[config.mk]
export PLATFORM = sky130hd
export DESIGN_NAME = gtc_ctrl
export DESIGN_NICKNAME = d
export VERILOG_FILES = /design/src/rtl/core/gtc_pkg.sv /design/src/rtl/core/gtc_ctrl.sv
export SDC_FILE = /design/constraint.sdc
export NUM_CORES = 2
export LEC_CHECK = 0
export BUFFER_PORTS_ARGS = -buffer_cell sky130_fd_sc_hd__buf_2
export CELL_PAD_IN_SITES_DETAIL_PLACEMENT = 0
export CELL_PAD_IN_SITES_GLOBAL_PLACEMENT = 1
export CORE_AREA = 2 2 214 374
export DETAILED_ROUTE_END_ITERATION = 7
export DIE_AREA = 0 0 216 376
export GPL_TIMING_DRIVEN = 0
export PLACE_DENSITY = 0.91
export SYNTH_ARGS = -nofsm -noshare
export SYNTH_HDL_FRONTEND = slang
export SYNTH_SLANG_ARGS = --single-unit
[constraint.sdc]
create_clock -name clk -period 15.85 [get_ports clk]
set_input_delay 0.7925 -clock clk [delete_from_list [all_inputs] [get_ports clk]]
set_output_delay 0.7925 -clock clk [all_outputs]
set_load 0.01 [all_outputs]
[src/rtl/core/gtc_pkg.sv]
// gtc_pkg: types, constants and record codes of the greedy triangle clusterer
// used by gtc_ctrl and greedy_triangle_clusterer_core; depends on nothing
`timescale 1ns / 1ps

package gtc_pkg;

  localparam int CNT_W        = 9;
  localparam int MAX_VERT_DEF = 256;
  localparam int TRI_CAP      = 256;
  localparam int VLIM_MIN     = 3;
  localparam int TLIM_MIN     = 1;
  localparam logic [CNT_W-1:0] VLIM_RESET = 9'd64;
  localparam logic [CNT_W-1:0] TLIM_RESET = 9'd124;

  localparam logic [1:0] REG_VERTEX_LIMIT   = 2'd0;
  localparam logic [1:0] REG_TRIANGLE_LIMIT = 2'd1;

  localparam logic [1:0] KIND_SUMMARY  = 2'd0;
  localparam logic [1:0] KIND_VERTEX   = 2'd1;
  localparam logic [1:0] KIND_TRIANGLE = 2'd2;

  typedef enum logic [3:0] {
    ST_IDLE,
    ST_SCAN,
    ST_CHECK,
    ST_SUMQ,
    ST_OPEN,
    ST_VA,
    ST_VB,
    ST_VC,
    ST_TRI,
    ST_SUME
  } state_t;

  typedef struct packed {
    logic [31:0] vertex_a;
    logic [31:0] vertex_b;
    logic [31:0] vertex_c;
    logic [31:0] boundary_tag;
    logic [63:0] lod_key;
    logic [31:0] primitive_id;
    logic [30:0] err_position;
    logic [30:0] err_displacement;
    logic [30:0] err_normal;
    logic [29:0] err_opacity;
    logic [30:0] err_spectral;
    logic        end_of_mesh;
  } tri_t;

  typedef struct packed {
    logic        last_of_run;
    logic [1:0]  record_kind;
    logic [31:0] index_value;
    logic [8:0]  slot_a;
    logic [8:0]  slot_b;
    logic [7:0]  slot_c;
    logic [30:0] max_position;
    logic [30:0] max_displacement;
    logic [30:0] max_normal;
    logic [29:0] max_opacity;
    logic [30:0] max_spectral;
  } rec_t;

  typedef struct packed {
    logic             idle;
    logic [CNT_W-1:0] vcount;
  } status_t;

endpackage

[src/rtl/core/gtc_ctrl.sv]
// gtc_ctrl: sequencer, cluster state and the shared vertex compare unit
// depends on gtc_pkg; drives the gtc_vlist ports
`timescale 1ns / 1ps

module gtc_ctrl #(
  parameter int MAX_CLUSTER_VERTICES = gtc_pkg::MAX_VERT_DEF,
  parameter int AW = $clog2(MAX_CLUSTER_VERTICES)
) (
  input  logic                     clk,
  input  logic                     rst_n,
  input  logic                     in_valid,
  input  gtc_pkg::tri_t            item,
  input  logic [gtc_pkg::CNT_W-1:0] vlim_cfg,
  input  logic [gtc_pkg::CNT_W-1:0] tlim_cfg,
  input  logic                     slot_free,
  output logic                     emit,
  output gtc_pkg::rec_t            rec,
  output gtc_pkg::status_t         sts,
  output logic                     mem_we,
  output logic [AW-1:0]            mem_waddr,
  output logic [31:0]              mem_wdata,
  output logic                     mem_re,
  output logic [AW-1:0]            mem_raddr,
  input  logic [31:0]              mem_q
);

  import gtc_pkg::*;

  localparam logic [CNT_W-1:0] MAXV = CNT_W'(MAX_CLUSTER_VERTICES);
  localparam logic [CNT_W-1:0] TCAP = CNT_W'(TRI_CAP);
  localparam logic [CNT_W-1:0] VMIN = CNT_W'(VLIM_MIN);
  localparam logic [CNT_W-1:0] TMIN = CNT_W'(TLIM_MIN);

  state_t state_r, state_nxt;
  tri_t   tri_r, tri_nxt;
  logic [CNT_W-1:0] vcount_r, vcount_nxt, tcount_r, tcount_nxt, scan_r, scan_nxt;
  logic [CNT_W-1:0] cmp_idx_r, cmp_idx_nxt;
  logic [CNT_W-1:0] ia_r, ia_nxt, ib_r, ib_nxt, ic_r, ic_nxt;
  logic [CNT_W-1:0] la_r, la_nxt, lb_r, lb_nxt, lc_r, lc_nxt;
  logic cmp_v_r, cmp_v_nxt, fa_r, fa_nxt, fb_r, fb_nxt, fc_r, fc_nxt;
  logic open_r, open_nxt;
  logic [31:0] tag_r, tag_nxt;
  logic [63:0] key_r, key_nxt;
  logic [30:0] mp_r, mp_nxt, md_r, md_nxt, mn_r, mn_nxt, ms_r, ms_nxt;
  logic [29:0] mo_r, mo_nxt;

  logic [CNT_W-1:0] vlim_c, tlim_c;
  logic new_a, new_b, new_c, room, scan_more, close;
  logic [1:0] added;

  always_comb begin
    vlim_c = vlim_cfg;
    if (vlim_cfg < VMIN) vlim_c = VMIN;
    else if (vlim_cfg > MAXV) vlim_c = MAXV;
    tlim_c = tlim_cfg;
    if (tlim_cfg < TMIN) tlim_c = TMIN;
    else if (tlim_cfg > TCAP) tlim_c = TCAP;
  end

  assign new_a     = !fa_r;
  assign new_b     = (tri_r.vertex_b != tri_r.vertex_a) && !fb_r;
  assign new_c     = (tri_r.vertex_c != tri_r.vertex_a) &&
                     (tri_r.vertex_c != tri_r.vertex_b) && !fc_r;
  assign added     = 2'(new_a) + 2'(new_b) + 2'(new_c);
  assign room      = vcount_r < MAXV;
  assign scan_more = scan_r < vcount_r;
  assign close     = open_r && ((tri_r.boundary_tag != tag_r) || (tri_r.lod_key != key_r) ||
                     (tcount_r >= tlim_c) ||
                     (({1'b0, vcount_r} + 10'(added)) > {1'b0, vlim_c}));

  // next state
  always_comb begin
    state_nxt = state_r;
    unique case (state_r)
      ST_IDLE:  if (in_valid) state_nxt = ST_SCAN;
      ST_SCAN:  if (!scan_more && !cmp_v_r) state_nxt = ST_CHECK;
      ST_CHECK: state_nxt = close ? ST_SUMQ : ST_OPEN;
      ST_SUMQ:  if (slot_free) state_nxt = ST_OPEN;
      ST_OPEN:  state_nxt = ST_VA;
      ST_VA:    if (!(new_a && room) || slot_free) state_nxt = ST_VB;
      ST_VB:    if (!(new_b && room) || slot_free) state_nxt = ST_VC;
      ST_VC:    if (!(new_c && room) || slot_free) state_nxt = ST_TRI;
      ST_TRI:   if (slot_free) state_nxt = tri_r.end_of_mesh ? ST_SUME : ST_IDLE;
      ST_SUME:  if (slot_free) state_nxt = ST_IDLE;
      default:  state_nxt = ST_IDLE;
    endcase
  end

  // outputs
  always_comb begin
    emit      = 1'b0;
    rec       = '0;
    mem_we    = 1'b0;
    mem_waddr = vcount_r[AW-1:0];
    mem_wdata = tri_r.vertex_a;
    mem_re    = 1'b0;
    mem_raddr = scan_r[AW-1:0];
    unique case (state_r)
      ST_SCAN: mem_re = scan_more;
      ST_SUMQ, ST_SUME: begin
        emit                 = slot_free;
        rec.record_kind      = KIND_SUMMARY;
        rec.last_of_run      = (state_r == ST_SUME);
        rec.slot_a           = vcount_r;
        rec.slot_b           = tcount_r;
        rec.max_position     = mp_r;
        rec.max_displacement = md_r;
        rec.max_normal       = mn_r;
        rec.max_opacity      = mo_r;
        rec.max_spectral     = ms_r;
      end
      ST_VA, ST_VB, ST_VC: begin
        rec.record_kind = KIND_VERTEX;
        if (state_r == ST_VA) begin
          emit      = new_a && room && slot_free;
          mem_wdata = tri_r.vertex_a;
        end else if (state_r == ST_VB) begin
          emit      = new_b && room && slot_free;
          mem_wdata = tri_r.vertex_b;
        end else begin
          emit      = new_c && room && slot_free;
          mem_wdata = tri_r.vertex_c;
        end
        mem_we          = emit;
        rec.index_value = mem_wdata;
      end
      ST_TRI: begin
        emit            = slot_free;
        rec.record_kind = KIND_TRIANGLE;
        rec.last_of_run = !tri_r.end_of_mesh;
        rec.index_value = tri_r.primitive_id;
        rec.slot_a      = la_r;
        rec.slot_b      = lb_r;
        rec.slot_c      = lc_r[7:0];
      end
      default: ;
    endcase
  end

  // cluster state and search registers
  always_comb begin
    tri_nxt = tri_r;  vcount_nxt = vcount_r;  tcount_nxt = tcount_r;
    scan_nxt = scan_r;  cmp_v_nxt = 1'b0;  cmp_idx_nxt = scan_r;
    fa_nxt = fa_r;  fb_nxt = fb_r;  fc_nxt = fc_r;
    ia_nxt = ia_r;  ib_nxt = ib_r;  ic_nxt = ic_r;
    la_nxt = la_r;  lb_nxt = lb_r;  lc_nxt = lc_r;
    open_nxt = open_r;  tag_nxt = tag_r;  key_nxt = key_r;
    mp_nxt = mp_r;  md_nxt = md_r;  mn_nxt = mn_r;  mo_nxt = mo_r;  ms_nxt = ms_r;
    unique case (state_r)
      ST_IDLE: begin
        if (in_valid) begin
          tri_nxt  = item;
          scan_nxt = '0;
          fa_nxt   = 1'b0;
          fb_nxt   = 1'b0;
          fc_nxt   = 1'b0;
        end
      end
      ST_SCAN: begin
        if (scan_more) begin
          scan_nxt  = scan_r + 1'b1;
          cmp_v_nxt = 1'b1;
        end
        if (cmp_v_r) begin
          if (mem_q == tri_r.vertex_a) begin fa_nxt = 1'b1; ia_nxt = cmp_idx_r; end
          if (mem_q == tri_r.vertex_b) begin fb_nxt = 1'b1; ib_nxt = cmp_idx_r; end
          if (mem_q == tri_r.vertex_c) begin fc_nxt = 1'b1; ic_nxt = cmp_idx_r; end
        end
      end
      ST_SUMQ: begin
        if (slot_free) begin
          open_nxt   = 1'b0;
          vcount_nxt = '0;
          tcount_nxt = '0;
          fa_nxt     = 1'b0;
          fb_nxt     = 1'b0;
          fc_nxt     = 1'b0;
        end
      end
      ST_OPEN: begin
        if (!open_r) begin
          open_nxt   = 1'b1;
          tag_nxt    = tri_r.boundary_tag;
          key_nxt    = tri_r.lod_key;
          vcount_nxt = '0;
          tcount_nxt = '0;
          mp_nxt = tri_r.err_position;
          md_nxt = tri_r.err_displacement;
          mn_nxt = tri_r.err_normal;
          mo_nxt = tri_r.err_opacity;
          ms_nxt = tri_r.err_spectral;
        end else begin
          if (tri_r.err_position > mp_r)     mp_nxt = tri_r.err_position;
          if (tri_r.err_displacement > md_r) md_nxt = tri_r.err_displacement;
          if (tri_r.err_normal > mn_r)       mn_nxt = tri_r.err_normal;
          if (tri_r.err_opacity > mo_r)      mo_nxt = tri_r.err_opacity;
          if (tri_r.err_spectral > ms_r)     ms_nxt = tri_r.err_spectral;
        end
      end
      ST_VA: begin
        if (!new_a) la_nxt = ia_r;
        else if (!room) la_nxt = '0;
        else if (slot_free) begin
          la_nxt     = vcount_r;
          vcount_nxt = vcount_r + 1'b1;
        end
      end
      ST_VB: begin
        if (tri_r.vertex_b == tri_r.vertex_a) lb_nxt = la_r;
        else if (fb_r) lb_nxt = ib_r;
        else if (!room) lb_nxt = '0;
        else if (slot_free) begin
          lb_nxt     = vcount_r;
          vcount_nxt = vcount_r + 1'b1;
        end
      end
      ST_VC: begin
        if (tri_r.vertex_c == tri_r.vertex_a) lc_nxt = la_r;
        else if (tri_r.vertex_c == tri_r.vertex_b) lc_nxt = lb_r;
        else if (fc_r) lc_nxt = ic_r;
        else if (!room) lc_nxt = '0;
        else if (slot_free) begin
          lc_nxt     = vcount_r;
          vcount_nxt = vcount_r + 1'b1;
        end
      end
      ST_TRI: begin
        if (slot_free && tcount_r < TCAP) tcount_nxt = tcount_r + 1'b1;
      end
      ST_SUME: begin
        if (slot_free) begin
          open_nxt   = 1'b0;
          vcount_nxt = '0;
          tcount_nxt = '0;
        end
      end
      default: ;
    endcase
  end

  always_ff @(posedge clk) begin
    if (!rst_n) begin
      state_r  <= ST_IDLE;
      vcount_r <= '0;
      tcount_r <= '0;
      open_r   <= 1'b0;
      tag_r    <= '0;
      key_r    <= '0;
      mp_r     <= '0;
      md_r     <= '0;
      mn_r     <= '0;
      mo_r     <= '0;
      ms_r     <= '0;
      cmp_v_r  <= 1'b0;
    end else begin
      state_r  <= state_nxt;
      vcount_r <= vcount_nxt;
      tcount_r <= tcount_nxt;
      open_r   <= open_nxt;
      tag_r    <= tag_nxt;
      key_r    <= key_nxt;
      mp_r     <= mp_nxt;
      md_r     <= md_nxt;
      mn_r     <= mn_nxt;
      mo_r     <= mo_nxt;
      ms_r     <= ms_nxt;
      cmp_v_r  <= cmp_v_nxt;
    end
  end

  always_ff @(posedge clk) begin
    tri_r     <= tri_nxt;
    scan_r    <= scan_nxt;
    cmp_idx_r <= cmp_idx_nxt;
    fa_r      <= fa_nxt;
    fb_r      <= fb_nxt;
    fc_r      <= fc_nxt;
    ia_r      <= ia_nxt;
    ib_r      <= ib_nxt;
    ic_r      <= ic_nxt;
    la_r      <= la_nxt;
    lb_r      <= lb_nxt;
    lc_r      <= lc_nxt;
  end

  assign sts.idle   = (state_r == ST_IDLE);
  assign sts.vcount = vcount_r;

endmodule

==> results.json <==
{
  "layout.cells.most_common": "buf_2",
  "gp_congestion": 1.066,
  "ys_seq_area_share_pct": 53.23,
  "die_w_um": 216,
  "dieArea_um2": 81220,
  "io_pins": 709,
  "synth_seq_cells": 726,
  "setup_violations": 0,
  "power.leakage_nw": 16.61,
  "synth_largest_area_cell": "edfxtp_1",
  "io_buffer_count": 707,
  "multi_input_area_um2": 14860,
  "gr-usage-all-layers_pct": 33.03,
  "max_stage_delay_ns": 0.95,
  "synth.top_cell.area_share_pct": 37.33,
  "ant_nets": 0,
  "timing.final.crit_share_pct": 42.63,
  "synth.area.top_cells": "edfxtp_1, dfxtp_1, ha_1",
  "tightest_slew_ns": 1.498,
  "finalWirelength_um": 137300,
  "clk_path_buf_depth": 3,
  "num_vias": 30061,
  "drc": 0,
  "finalMaxSlewViolations": 1,
  "critPathLaunchType": "flip-flop",
  "cp-end-kind": "flip-flop",
  "dpl-instance-area_um2": 40650,
  "finalClockSkew_ns": 0.03343,
  "final_nets": 4867,
  "regArea_um2": 18970,
  "rsz0062_at_grt": "false",
  "async_flop_share_pct": 0,
  "syn_inst": 3459,
  "dp_hpwl_um": 107600,
  "antenna_found_initial": 30,
  "postCtsResizedCells": 0,
  "clk_pin_slew_worst_paths_ns": 0.06,
  "grt_pass1_wl_um": 194800,
  "start_util_pct": 45.53,
  "grt_pass1_vias": 29707,
  "design_area_um2": 43130,
  "violations": "max-capacitance violations, max-slew violations",
  "wl_per_cell_um": 25.64,
  "cp_cell_sequence": "xnor2_1 > nand4_1 > nor4_1 > nand2_1 > and3b_1 > buf_2 > inv_1 > fa_1 > inv_1 > ha_1 > a21oi_1 > nor4_1 > xnor2_1 > ha_1 > and3_1 > nand3_1 > a21oi_1 > a211o_1 > o21ai_0 > a31oi_1 > o2111ai_1 > o21ai_1",
  "layout_min_cycle_time_ns": 6.758,
  "cpMaxStageDelayCell": "nor4_1",
  "power.switching_mw": 2.541,
  "dp.cells": 5208,
  "final_cell_mix": "buf_2, nand2_1, edfxtp_1, dfxtp_1, xnor2_1",
  "area_growth_pct": 21.03,
  "critPathKind": "reg -> reg",
  "critPathBufInv": 3,
  "post-cts-setup-buffers": 0,
  "timing.fmax_mhz": 148.0,
  "maxCapViolCount": 2,
  "status": "finished, violations left",
  "clk_latency_ns": 0.67,
  "core-area_um2": 78280,
  "power_frac_seq_pct": 40.7,
  "synth_edf_count": 443,
  "drive_gt1_share_pct": 21.74,
  "ys_types": 69,
  "htree_levels": 3,
  "ir_worst_vdd_uv": 133.1,
  "drtIter0Drc": 2232,
  "n_fill_cell": 7044,
  "crit_family": "simple AND/OR/NAND/NOR gates",
  "rows": 136,
  "grt-ovfl-total": 0,
  "avgSynthCellArea_um2": 10.30,
  "cts_root_buf": "clkbuf_16",
  "syn_area_um2": 35640,
  "cp_data_arrival_time_ns": 7.29,
  "hold_path_class": "in -> reg",
  "setup_tns_ns": 0,
  "hold_viol": 0,
  "cp_max_fo": 9,
  "hold_buffers": 0,
  "comb_power_share_pct": 32.5,
  "first_pass_iters": 6,
  "grt_max_degree": 70,
  "final_cell_count_no_fill": 5357,
  "die_y_um": 376,
  "yosys_warnings": 0,
  "routed_via_density": 5.612,
  "swShare_pct": 37.44,
  "syn_nets": 4079,
  "slew_headroom_pct": -0.7699,
  "final_util_pct": 55.10,
  "synth_flop_cell": "edfxtp_1",
  "crit_required_ns": 16.38,
  "cts_buffers": 71,
  "powerDensity_nw_per_um2": 157.3,
  "cts.sinks": 726,
  "p_clk_share_pct": 26.7,
  "internal_power_mw": 4.246,
  "cts_tree": "yes"
}
[routing by layer]
metal / GRT usage [%] / share of wire, % / vias up
met3: 7.684 / 7.9 / 396
li1: - / - / 13914
met1: 35.65 / 35 / 14284
met2: 56.33 / 48 / 1443
met4: 24.61 / 8.1 / 24
met5: 0 / 0.12 / -
[state kept, by name (all words and copies together), names as in the netlist, 30 cells and up]
signal,flops
mp_r,31
mn_r,31
mo_r,30
md_r,31
tri_r,379
tag_r,32
ms_r,31
key_r,64
[through the flow]
stage               total power [mW]  hold WS [ns]  setup WS [ns]
global placement               5.088        0.4079         0.6619
detailed placement             4.968        0.4136          9.327
finish                         6.787        0.2940          9.092
CTS                            6.785        0.2486          9.303
global route                   7.087        0.2820          9.029
floorplan                      4.184        0.3937          4.979
[worst reg2reg max path, delay by kind of cell, from the launching register on]
| kind | cells | cell delay (ns) |
|---|---|---|
| buffers and inverters | 3 | 0.31 |
| XOR/XNOR | 2 | 0.68 |
| adder cells (fa/ha/maj) | 3 | 0.99 |
| AO/OA/AOI/OAI | 7 | 1.29 |
| flip-flops | 1 | 0.59 |
| AND/OR/NAND/NOR | 7 | 2.76 |
[final timing paths]
path,from,endpoint,slack (ns),cells past startpoint
setup / recovery,tri_r[283],state_r[1],9.09,22
hold / removal,item[164],tri_r[164],0.29,1
setup reg to reg,tri_r[283],state_r[1],9.09,22
hold reg to reg,cmp_idx_r[8],ia_r[8],0.43,0
[cell usage after synthesis, types with 4 or more instances]
cell / count
a2111o_1: 6
a2111oi_0: 6
a211oi_1: 8
a21o_1: 55
a21oi_1: 191
a221oi_1: 5
a22o_1: 4
a22oi_1: 19
a31o_2: 34
a31oi_1: 7
and2_1: 18
and3_1: 9
buf_1: 15
buf_2: 15
buf_4: 17
clkbuf_1: 167
clkbuf_2: 19
dfxtp_1: 283
edfxtp_1: 443
ha_1: 185
inv_1: 217
mux2_2: 8
mux2i_1: 97
nand2_1: 568
nand2b_1: 21
nand3_1: 71
nand4_1: 109
nor2_1: 112
nor2b_1: 36
nor3_1: 40
nor4_1: 184
nor4_2: 4
o2111ai_1: 7
o211ai_1: 5
o21a_1: 10
o21ai_0: 75
o22ai_1: 13
o31ai_1: 62
or3_1: 4
xnor2_1: 231
xor2_1: 37
[kinds of logic (layout without fill, tap and decap cells)]
logic type	count (synthesis)	in the layout	share of synthesized area (%)
compound gates	532	532	9.704
other cells	0	17	0
simple gates	1187	1187	15.80
fa+ha+maj	187	187	6.608
mux	105	105	2.977
buf+inv	454	1300	5.101
xor+xnor	268	268	6.587
flops	726	726	53.23
[final cells by class]
class	instances	area share, %
inverters	220	1.915
well taps	1035	3.002
multi-input cells	2279	34.44
plain buffers	234	2.300
diodes	17	0.09863
flip-flops and latches	726	43.98
clock inverters	41	1.201
clock buffers	90	4.450
repair buffers	715	8.615
[power by group through the flow]
| stage | logic (mW) | registers, mW | clock network, mW |
|---|---|---|---|
| 6_report | 2.21 | 2.76 | 1.81 |
| 5_1_grt | 2.39 | 2.79 | 1.90 |
| 4_1_cts | 2.19 | 2.75 | 1.84 |
| 3_5_place_dp | 2.18 | 2.79 | 0 |
| 3_3_place_gp | 2.11 | 2.98 | 0 |
| 2_1_floorplan | 1.38 | 2.81 | 0 |
Note: power is estimated with default switching activity, not from simulation.
